==> src/rtl/mbd_pkg.sv <==
// ----------------------------------------------------------------------------
// mbd_pkg: shared definitions for the 2x2 mipmap box downsampler
// Holds field widths, register indexes, reset values and pixel format codes.
// ----------------------------------------------------------------------------
package mbd_pkg;

    // Field and register widths.
    localparam int PIX_W      = 64;
    localparam int PAIR_W     = 2 * PIX_W;
    localparam int FMT_W      = 2;
    localparam int DW_W       = 7;
    localparam int DH_W       = 13;
    localparam int CFG_IDX_W  = 2;
    localparam int CFG_DATA_W = 13;

    // Line store depth default and the largest frame height.
    localparam int DEF_MAX_WIDTH = 64;
    localparam int MAX_HEIGHT    = 4096;

    // Configuration register indexes.
    localparam logic [CFG_IDX_W-1:0] CFG_PIXEL_FORMAT = 2'd0;
    localparam logic [CFG_IDX_W-1:0] CFG_DEST_WIDTH   = 2'd1;
    localparam logic [CFG_IDX_W-1:0] CFG_DEST_HEIGHT  = 2'd2;

    // Pixel layouts. The unused code is handled as four 16-bit channels.
    typedef enum logic [FMT_W-1:0] {
        FMT_RGBA16 = 2'd0,
        FMT_RGBA8  = 2'd1,
        FMT_GRAY16 = 2'd2
    } t_pixel_fmt;

    // Register reset values.
    localparam logic [FMT_W-1:0] RST_PIXEL_FORMAT = FMT_RGBA16;
    localparam logic [DW_W-1:0]  RST_DEST_WIDTH   = 7'd64;
    localparam logic [DH_W-1:0]  RST_DEST_HEIGHT  = 13'd64;

endpackage

==> src/rtl/mbd_reduce.sv <==
// ----------------------------------------------------------------------------
// mbd_reduce: per-channel 2x2 rounded box average
// Averages each column pair vertically, then the two results horizontally.
// ----------------------------------------------------------------------------
module mbd_reduce (
    input  logic [mbd_pkg::PIX_W-1:0] i_upper_left,
    input  logic [mbd_pkg::PIX_W-1:0] i_upper_right,
    input  logic [mbd_pkg::PIX_W-1:0] i_lower_left,
    input  logic [mbd_pkg::PIX_W-1:0] i_lower_right,
    input  logic [mbd_pkg::FMT_W-1:0] i_format,
    output logic [mbd_pkg::PIX_W-1:0] o_pixel
);

    function automatic logic [15:0] avg16(input logic [15:0] a, input logic [15:0] b);
        logic [16:0] s;
        s = {1'b0, a} + {1'b0, b} + 17'd1;
        return s[16:1];
    endfunction

    function automatic logic [7:0] avg8(input logic [7:0] a, input logic [7:0] b);
        logic [8:0] s;
        s = {1'b0, a} + {1'b0, b} + 9'd1;
        return s[8:1];
    endfunction

    logic [15:0] q16 [4];
    logic [7:0]  q8  [4];

    always_comb begin
        for (int c = 0; c < 4; c++) begin
            q16[c] = avg16(avg16(i_upper_left[16*c +: 16], i_lower_left[16*c +: 16]),
                           avg16(i_upper_right[16*c +: 16], i_lower_right[16*c +: 16]));
            q8[c]  = avg8(avg8(i_upper_left[8*c +: 8], i_lower_left[8*c +: 8]),
                          avg8(i_upper_right[8*c +: 8], i_lower_right[8*c +: 8]));
        end
    end

    always_comb begin
        case (i_format)
            mbd_pkg::FMT_RGBA8: begin
                o_pixel = {32'd0, q8[3], q8[2], q8[1], q8[0]};
            end
            mbd_pkg::FMT_GRAY16: begin
                o_pixel = {48'd0, q16[0]};
            end
            default: begin
                // Four 16-bit channels, also used for the undefined code.
                o_pixel = {q16[3], q16[2], q16[1], q16[0]};
            end
        endcase
    end

endmodule

==> config.mk <==
export PLATFORM = sky130hd
export DESIGN_NAME = mbd_reduce
export DESIGN_NICKNAME = d
export VERILOG_FILES = /design/src/rtl/mbd_pkg.sv /design/src/rtl/mbd_reduce.sv
export SDC_FILE = /design/constraint.sdc
export NUM_CORES = 1
export LEC_CHECK = 0
export BUFFER_PORTS_ARGS = -buffer_cell sky130_fd_sc_hd__buf_2
export CAP_MARGIN = 10
export CORE_MARGIN = 10
export CORE_UTILIZATION = 40
export DETAILED_ROUTE_END_ITERATION = 7
export PLACE_DENSITY = 0.65
export SYNTH_ARGS = -nofsm -noshare
export SYNTH_HDL_FRONTEND = slang
export SYNTH_SLANG_ARGS = --single-unit
export TNS_END_PERCENT = 100
==> constraint.sdc <==
create_clock -name vclk -period 4.2
set_input_delay 0 -clock vclk [all_inputs]
set_output_delay 0 -clock vclk [all_outputs]
set_load 0.01 [all_outputs]
# Yosys cells after proc, flatten, opt, wreduce, memory -nomap -nowiden

Cells that the tools add are included.

Add/sub/neg operators: 48
Eq/ne operators: 2
Mux-type cells: 1

Operators with widths:

| kind                                                            | number |
|---|---|
| 16-bit by 16-bit adder with 17-bit output                       | 12 |
| 17-bit by 1-bit adder with 17-bit output, second input constant | 12 |
| 64-bit one-hot mux with 2 select lines                          | 1 |
| 8-bit by 8-bit adder with 9-bit output                          | 12 |
| 9-bit by 1-bit adder with 9-bit output, second input constant   | 12 |
| 2-bit by 1-bit == test with 1-bit output, second input constant | 1 |
| 2-bit == test, second input constant                            | 1 |

Bits in registers: 0
Bits of input ports: 258
Output and inout bits: 64

# Logic depth before layout (Yosys ltp)

Depth in word-level cells: 5
Mapped depth: 17
Gate-level depth less buffers: 17

# Worst setup path before layout

No wires, ideal clock.

Kind: input port to output port
Start point: input i_lower_right[0] (netlist bit)
End point: output o_pixel[14] (netlist bit)
Buffers on the path: 0
Data arrival time: 3.494 ns
Cell stages on the path: 14
Slack: 0.706 ns
Cells stage by stage: or2_2 > fa_1 > a21oi_1 > nor3b_1 > a211oi_1 > o21ai_0 > o41ai_2 > or4b_1 > o211ai_1 > ha_1 > and4_1 > a221oi_1 > or4b_2 > o211ai_1

Word-level cells in the longest chain between the ends: 5

Ends and longest elaborated chain:

| element                                   | line             | RTL |
|---|---|---|
| from (decl)                               | mbd_reduce.sv:9  | `input logic [mbd_pkg::PIX_W-1:0] i_lower_right,` |
| 16-bit by 16-bit adder with 17-bit output | mbd_reduce.sv:16 | `s = {1'b0, a} + {1'b0, b} + 17'd1;` |
| 17-bit by 1-bit adder with 17-bit output  | mbd_reduce.sv:16 |  |
| 16-bit by 16-bit adder with 17-bit output | mbd_reduce.sv:16 |  |
| 17-bit by 1-bit adder with 17-bit output  | mbd_reduce.sv:16 |  |
| 64-bit one-hot mux with 2 select lines    | mbd_reduce.sv:39 | `case (i_format)` |
| to (decl)                                 | mbd_reduce.sv:11 | `output logic [mbd_pkg::PIX_W-1:0] o_pixel` |

Every way passes these cells.

# Worst setup path after layout

Start point: input i_lower_left[0] (netlist bit)
End point: output o_pixel[14] (netlist bit)

Word-level cells in the longest chain between the ends: 5

Ends and longest elaborated chain:

| element                                   | line             | RTL |
|---|---|---|
| from (decl)                               | mbd_reduce.sv:8  | `input logic [mbd_pkg::PIX_W-1:0] i_lower_left,` |
| 16-bit by 16-bit adder with 17-bit output | mbd_reduce.sv:16 |  |
| 17-bit by 1-bit adder with 17-bit output  | mbd_reduce.sv:16 |  |
| 16-bit by 16-bit adder with 17-bit output | mbd_reduce.sv:16 |  |
| 17-bit by 1-bit adder with 17-bit output  | mbd_reduce.sv:16 |  |
| 64-bit one-hot mux with 2 select lines    | mbd_reduce.sv:39 |  |

Every way passes these cells.

==> flow_summary.yaml <==
run_status:
  status: "finished clean"
placed_design:
  place_ws_ns: 0.1230
  dpl_cell_area_um2: 12010
  buffer_ports.inserted: 322
  detailedPlacementHpwl_um: 29860
  globalplace.congestion: 0.9454
timing:
  report.final.slew_viol_count: 0
  final_hold_violation_count: 0
  timing.final.setup_violations: 0
  timing.final.crit_share_pct: 96.11
  fmax_mhz: 247.7
  tightest_slew_ns: 0.9539
  worst_slew_margin_rel_pct: 35.92
  final_setup_margin_ns: 0.1632
  final_critical_period_ns: 4.037
  fin_tns_setup_ns: 0
  whs_ns: 0.6349
setup_path:
  path_class: "input port to output pin"
  worstPathRequired_ns: 4.20
  startpoint: "i_lower_left[0]"
  timing.critical_path.fanout_max: 6
  worst_setup_path_start_kind: "input port"
  end_kind: "output pin"
  cp_data_arrival_time_ns: 4.04
logic_synthesis:
  post_synth_and_or_nand_nor_area_fraction_pct: 20.51
  synth_area_um2: 10050
  dominant_combinational_cell_family_by_area_after_synthesis: "compound AO/OA/AOI/OAI gates"
  synthMostInstantiatedCell: "sky130_fd_sc_hd__ha_1"
  yosys-mux-area-fraction_pct: 0.4980
  net_count_of_the_mapped_netlist: 1871
  netlist-cell-type-count: 66
  top_cell_types_by_occurrence_after_synthesis: "sky130_fd_sc_hd__ha_1 (202), sky130_fd_sc_hd__a21oi_1 (140), sky130_fd_sc_hd__nor2_1 (111)"
  synth_top_cell_by_area: "sky130_fd_sc_hd__ha_1"
  synth.area.top_cells: "sky130_fd_sc_hd__ha_1 (25%), sky130_fd_sc_hd__xnor2_1 (8.8%), sky130_fd_sc_hd__a21oi_1 (7.0%), sky130_fd_sc_hd__xor2_1 (5.4%), sky130_fd_sc_hd__a21o_1 (4.9%)"
  syn_avg_cell_area_um2: 7.214
  yosys.area_share.adder_pct: 28.74
  netlist_instances: 1393
  synthXorXnorAreaFrac_pct: 14.21
  yosysSeqAreaShare_pct: 0
  synth-compound-area-share_pct: 32.58
  yosys_warnings: 0
  synth_top_area_share_pct: 25.15
global_routing:
  maximum_number_of_pins_on_one_net_before_global_route_repair: 24
  global_route.overflow_total: 0
  grt_pass1_vias: 11090
  grt_util_all_layers_pct: 19.65
  grt_antenna_before_repair: 2
  wire_length_of_the_first_global_routing_pass_um: 53220
floorplan:
  die-area_um2: 31860
  start_util_pct: 40.96
  io-pin-count: 322
  rows: 57
  fp.dieH_um: 178.5
  die_x_um: 178.5
  area_of_the_core_um2: 24530
power:
  p_leak_uw: 0.006059
  worst_ir_drop_vdd_v: 0.0002041
  power_density_normalized_to_cell_area_nw_per_um2: 349.8
  total_power_uw: 4215
run:
  cap_viol_max_count: 0
finish:
  design_area_um2: 12050
  fillerInstances: 2550
  final_layout_size_suffix_gt1_share_pct: 21.02
  flow.area_growth_from_synthesis_pct: 19.88
  regArea_um2: 0
  layout.clock_buffers: 0
  multi_input_comb_area_um2: 9732
  final_net_count: 2174
  layout.sequential_cells: 0
drt:
  post_drt_via_cell_ratio: 5.618
  drt.antenna.violating_nets: 0
  drc: 0
  wl_per_cell_um: 16.72
  totalWireLength_um: 33750
  routed-via-count: 11340
  drt_iter0_markers: 687
  drtPass1Iterations: 5
min_path:
  hp-start: "i_format[1]"
  worst_hold_path.endpoint: "o_pixel[15]"
  worstHoldPathType: "input port to output pin"
  min_delay_path_depth: 5
clocking:
  hold_bufs_inserted_after_cts: 0
[where the power goes]
| part | total [µW] | switching, µW | internal (µW) | leakage, µW |
|---|---|---|---|---|
| clock network | 0.0000318 | 0 | 0.0000318 | 0.00000000634 |
| registers | 0 | 0 | 0 | 0 |
| logic | 4210 | 2390 | 1820 | 0.00606 |
| total | 4210 | 2390 | 1820 | 0.00606 |
[routing by layer]
layer | wire length, µm | up-vias | share of wire [%] | GRT usage [%]
met5 | 7 | - | 0.021 | 0
met2 | 15760 | 388 | 47 | 34.72
met1 | 15010 | 5142 | 44 | 25.38
met4 | 327 | 2 | 0.97 | 1.929
li1 | - | 5783 | - | -
met3 | 2639 | 28 | 7.8 | 2.981
[layout make-up]
class,instances,share of cell area [%]
Timing Repair Buffer,329,13.81
Inverter,65,2.025
Antenna cell,1,0.02077
Multi-Input combinational cell,1300,80.78
Tap cell,324,3.365
[kinds of logic after synthesis]
family / after synthesis
adders and majority gates: 220
muxes: 5
buffers and inverters: 93
and+or+nand+nor: 411
xor gates and xnor gates: 163
AOI/OAI and AO/OA: 501
[how the worst max path moves through the flow]
| stage | depth (start not counted) | endpoint |
|---|---|---|
| floorplan | 14 | o_pixel[14] |
| global placement | 18 | o_pixel[14] |
| detailed placement | 18 | o_pixel[14] |
| CTS | 18 | o_pixel[14] |
| global route | 18 | o_pixel[14] |
| finish | 18 | o_pixel[14] |
[placed cells by master, fill, tap and decap left out, types with 18 or more instances in the layout]
master,instances
sky130_fd_sc_hd__a211oi_1,21
sky130_fd_sc_hd__a21o_1,66
sky130_fd_sc_hd__a21oi_1,140
sky130_fd_sc_hd__a31oi_1,19
sky130_fd_sc_hd__buf_2,322
sky130_fd_sc_hd__fa_1,18
sky130_fd_sc_hd__ha_1,202
sky130_fd_sc_hd__inv_1,65
sky130_fd_sc_hd__nand2_1,73
sky130_fd_sc_hd__nand2b_1,29
sky130_fd_sc_hd__nand3_1,29
sky130_fd_sc_hd__nor2_1,111
sky130_fd_sc_hd__nor2b_1,43
sky130_fd_sc_hd__nor3_1,44
sky130_fd_sc_hd__o21a_1,34
sky130_fd_sc_hd__o21ai_0,89
sky130_fd_sc_hd__o21bai_1,29
sky130_fd_sc_hd__xnor2_1,101
sky130_fd_sc_hd__xor2_1,62
[worst max-delay path, cell delays in order]
cell                        delay, ns
sky130_fd_sc_hd__buf_2           0.10
sky130_fd_sc_hd__or2_2           0.29
sky130_fd_sc_hd__fa_1            0.40
sky130_fd_sc_hd__a21o_1          0.21
sky130_fd_sc_hd__a221o_1         0.36
sky130_fd_sc_hd__a21oi_1         0.21
sky130_fd_sc_hd__o21a_1          0.24
sky130_fd_sc_hd__o2bb2ai_2       0.17
sky130_fd_sc_hd__xnor2_1         0.09
sky130_fd_sc_hd__ha_1            0.40
sky130_fd_sc_hd__nand3_1         0.12
sky130_fd_sc_hd__nor2_1          0.17
sky130_fd_sc_hd__a211o_1         0.15
sky130_fd_sc_hd__a21o_1          0.12
sky130_fd_sc_hd__a221oi_1        0.08
sky130_fd_sc_hd__or4b_2          0.63
sky130_fd_sc_hd__o211ai_1        0.10
sky130_fd_sc_hd__buf_2           0.18
[through the flow]
step / utilization (%) / std cells
floorplan: - / 1393
detailed placement: 48.97 / 2018
global route: 49.10 / 2018
finish: 49.11 / 2019
global placement: 48.97 / 2018
CTS: 48.97 / 2018
[what timing repair did]
| item | 4_1_cts | 5_1_grt |
|---|---|---|
| hold endpoints to repair | 0 | 0 |
| setup endpoints to repair | 0 | 3 |
| gates resized for setup | 0 | 6 |
| setup buffers | 0 | 0 |
No activity file was read; power rests on OpenSTA's default activity.
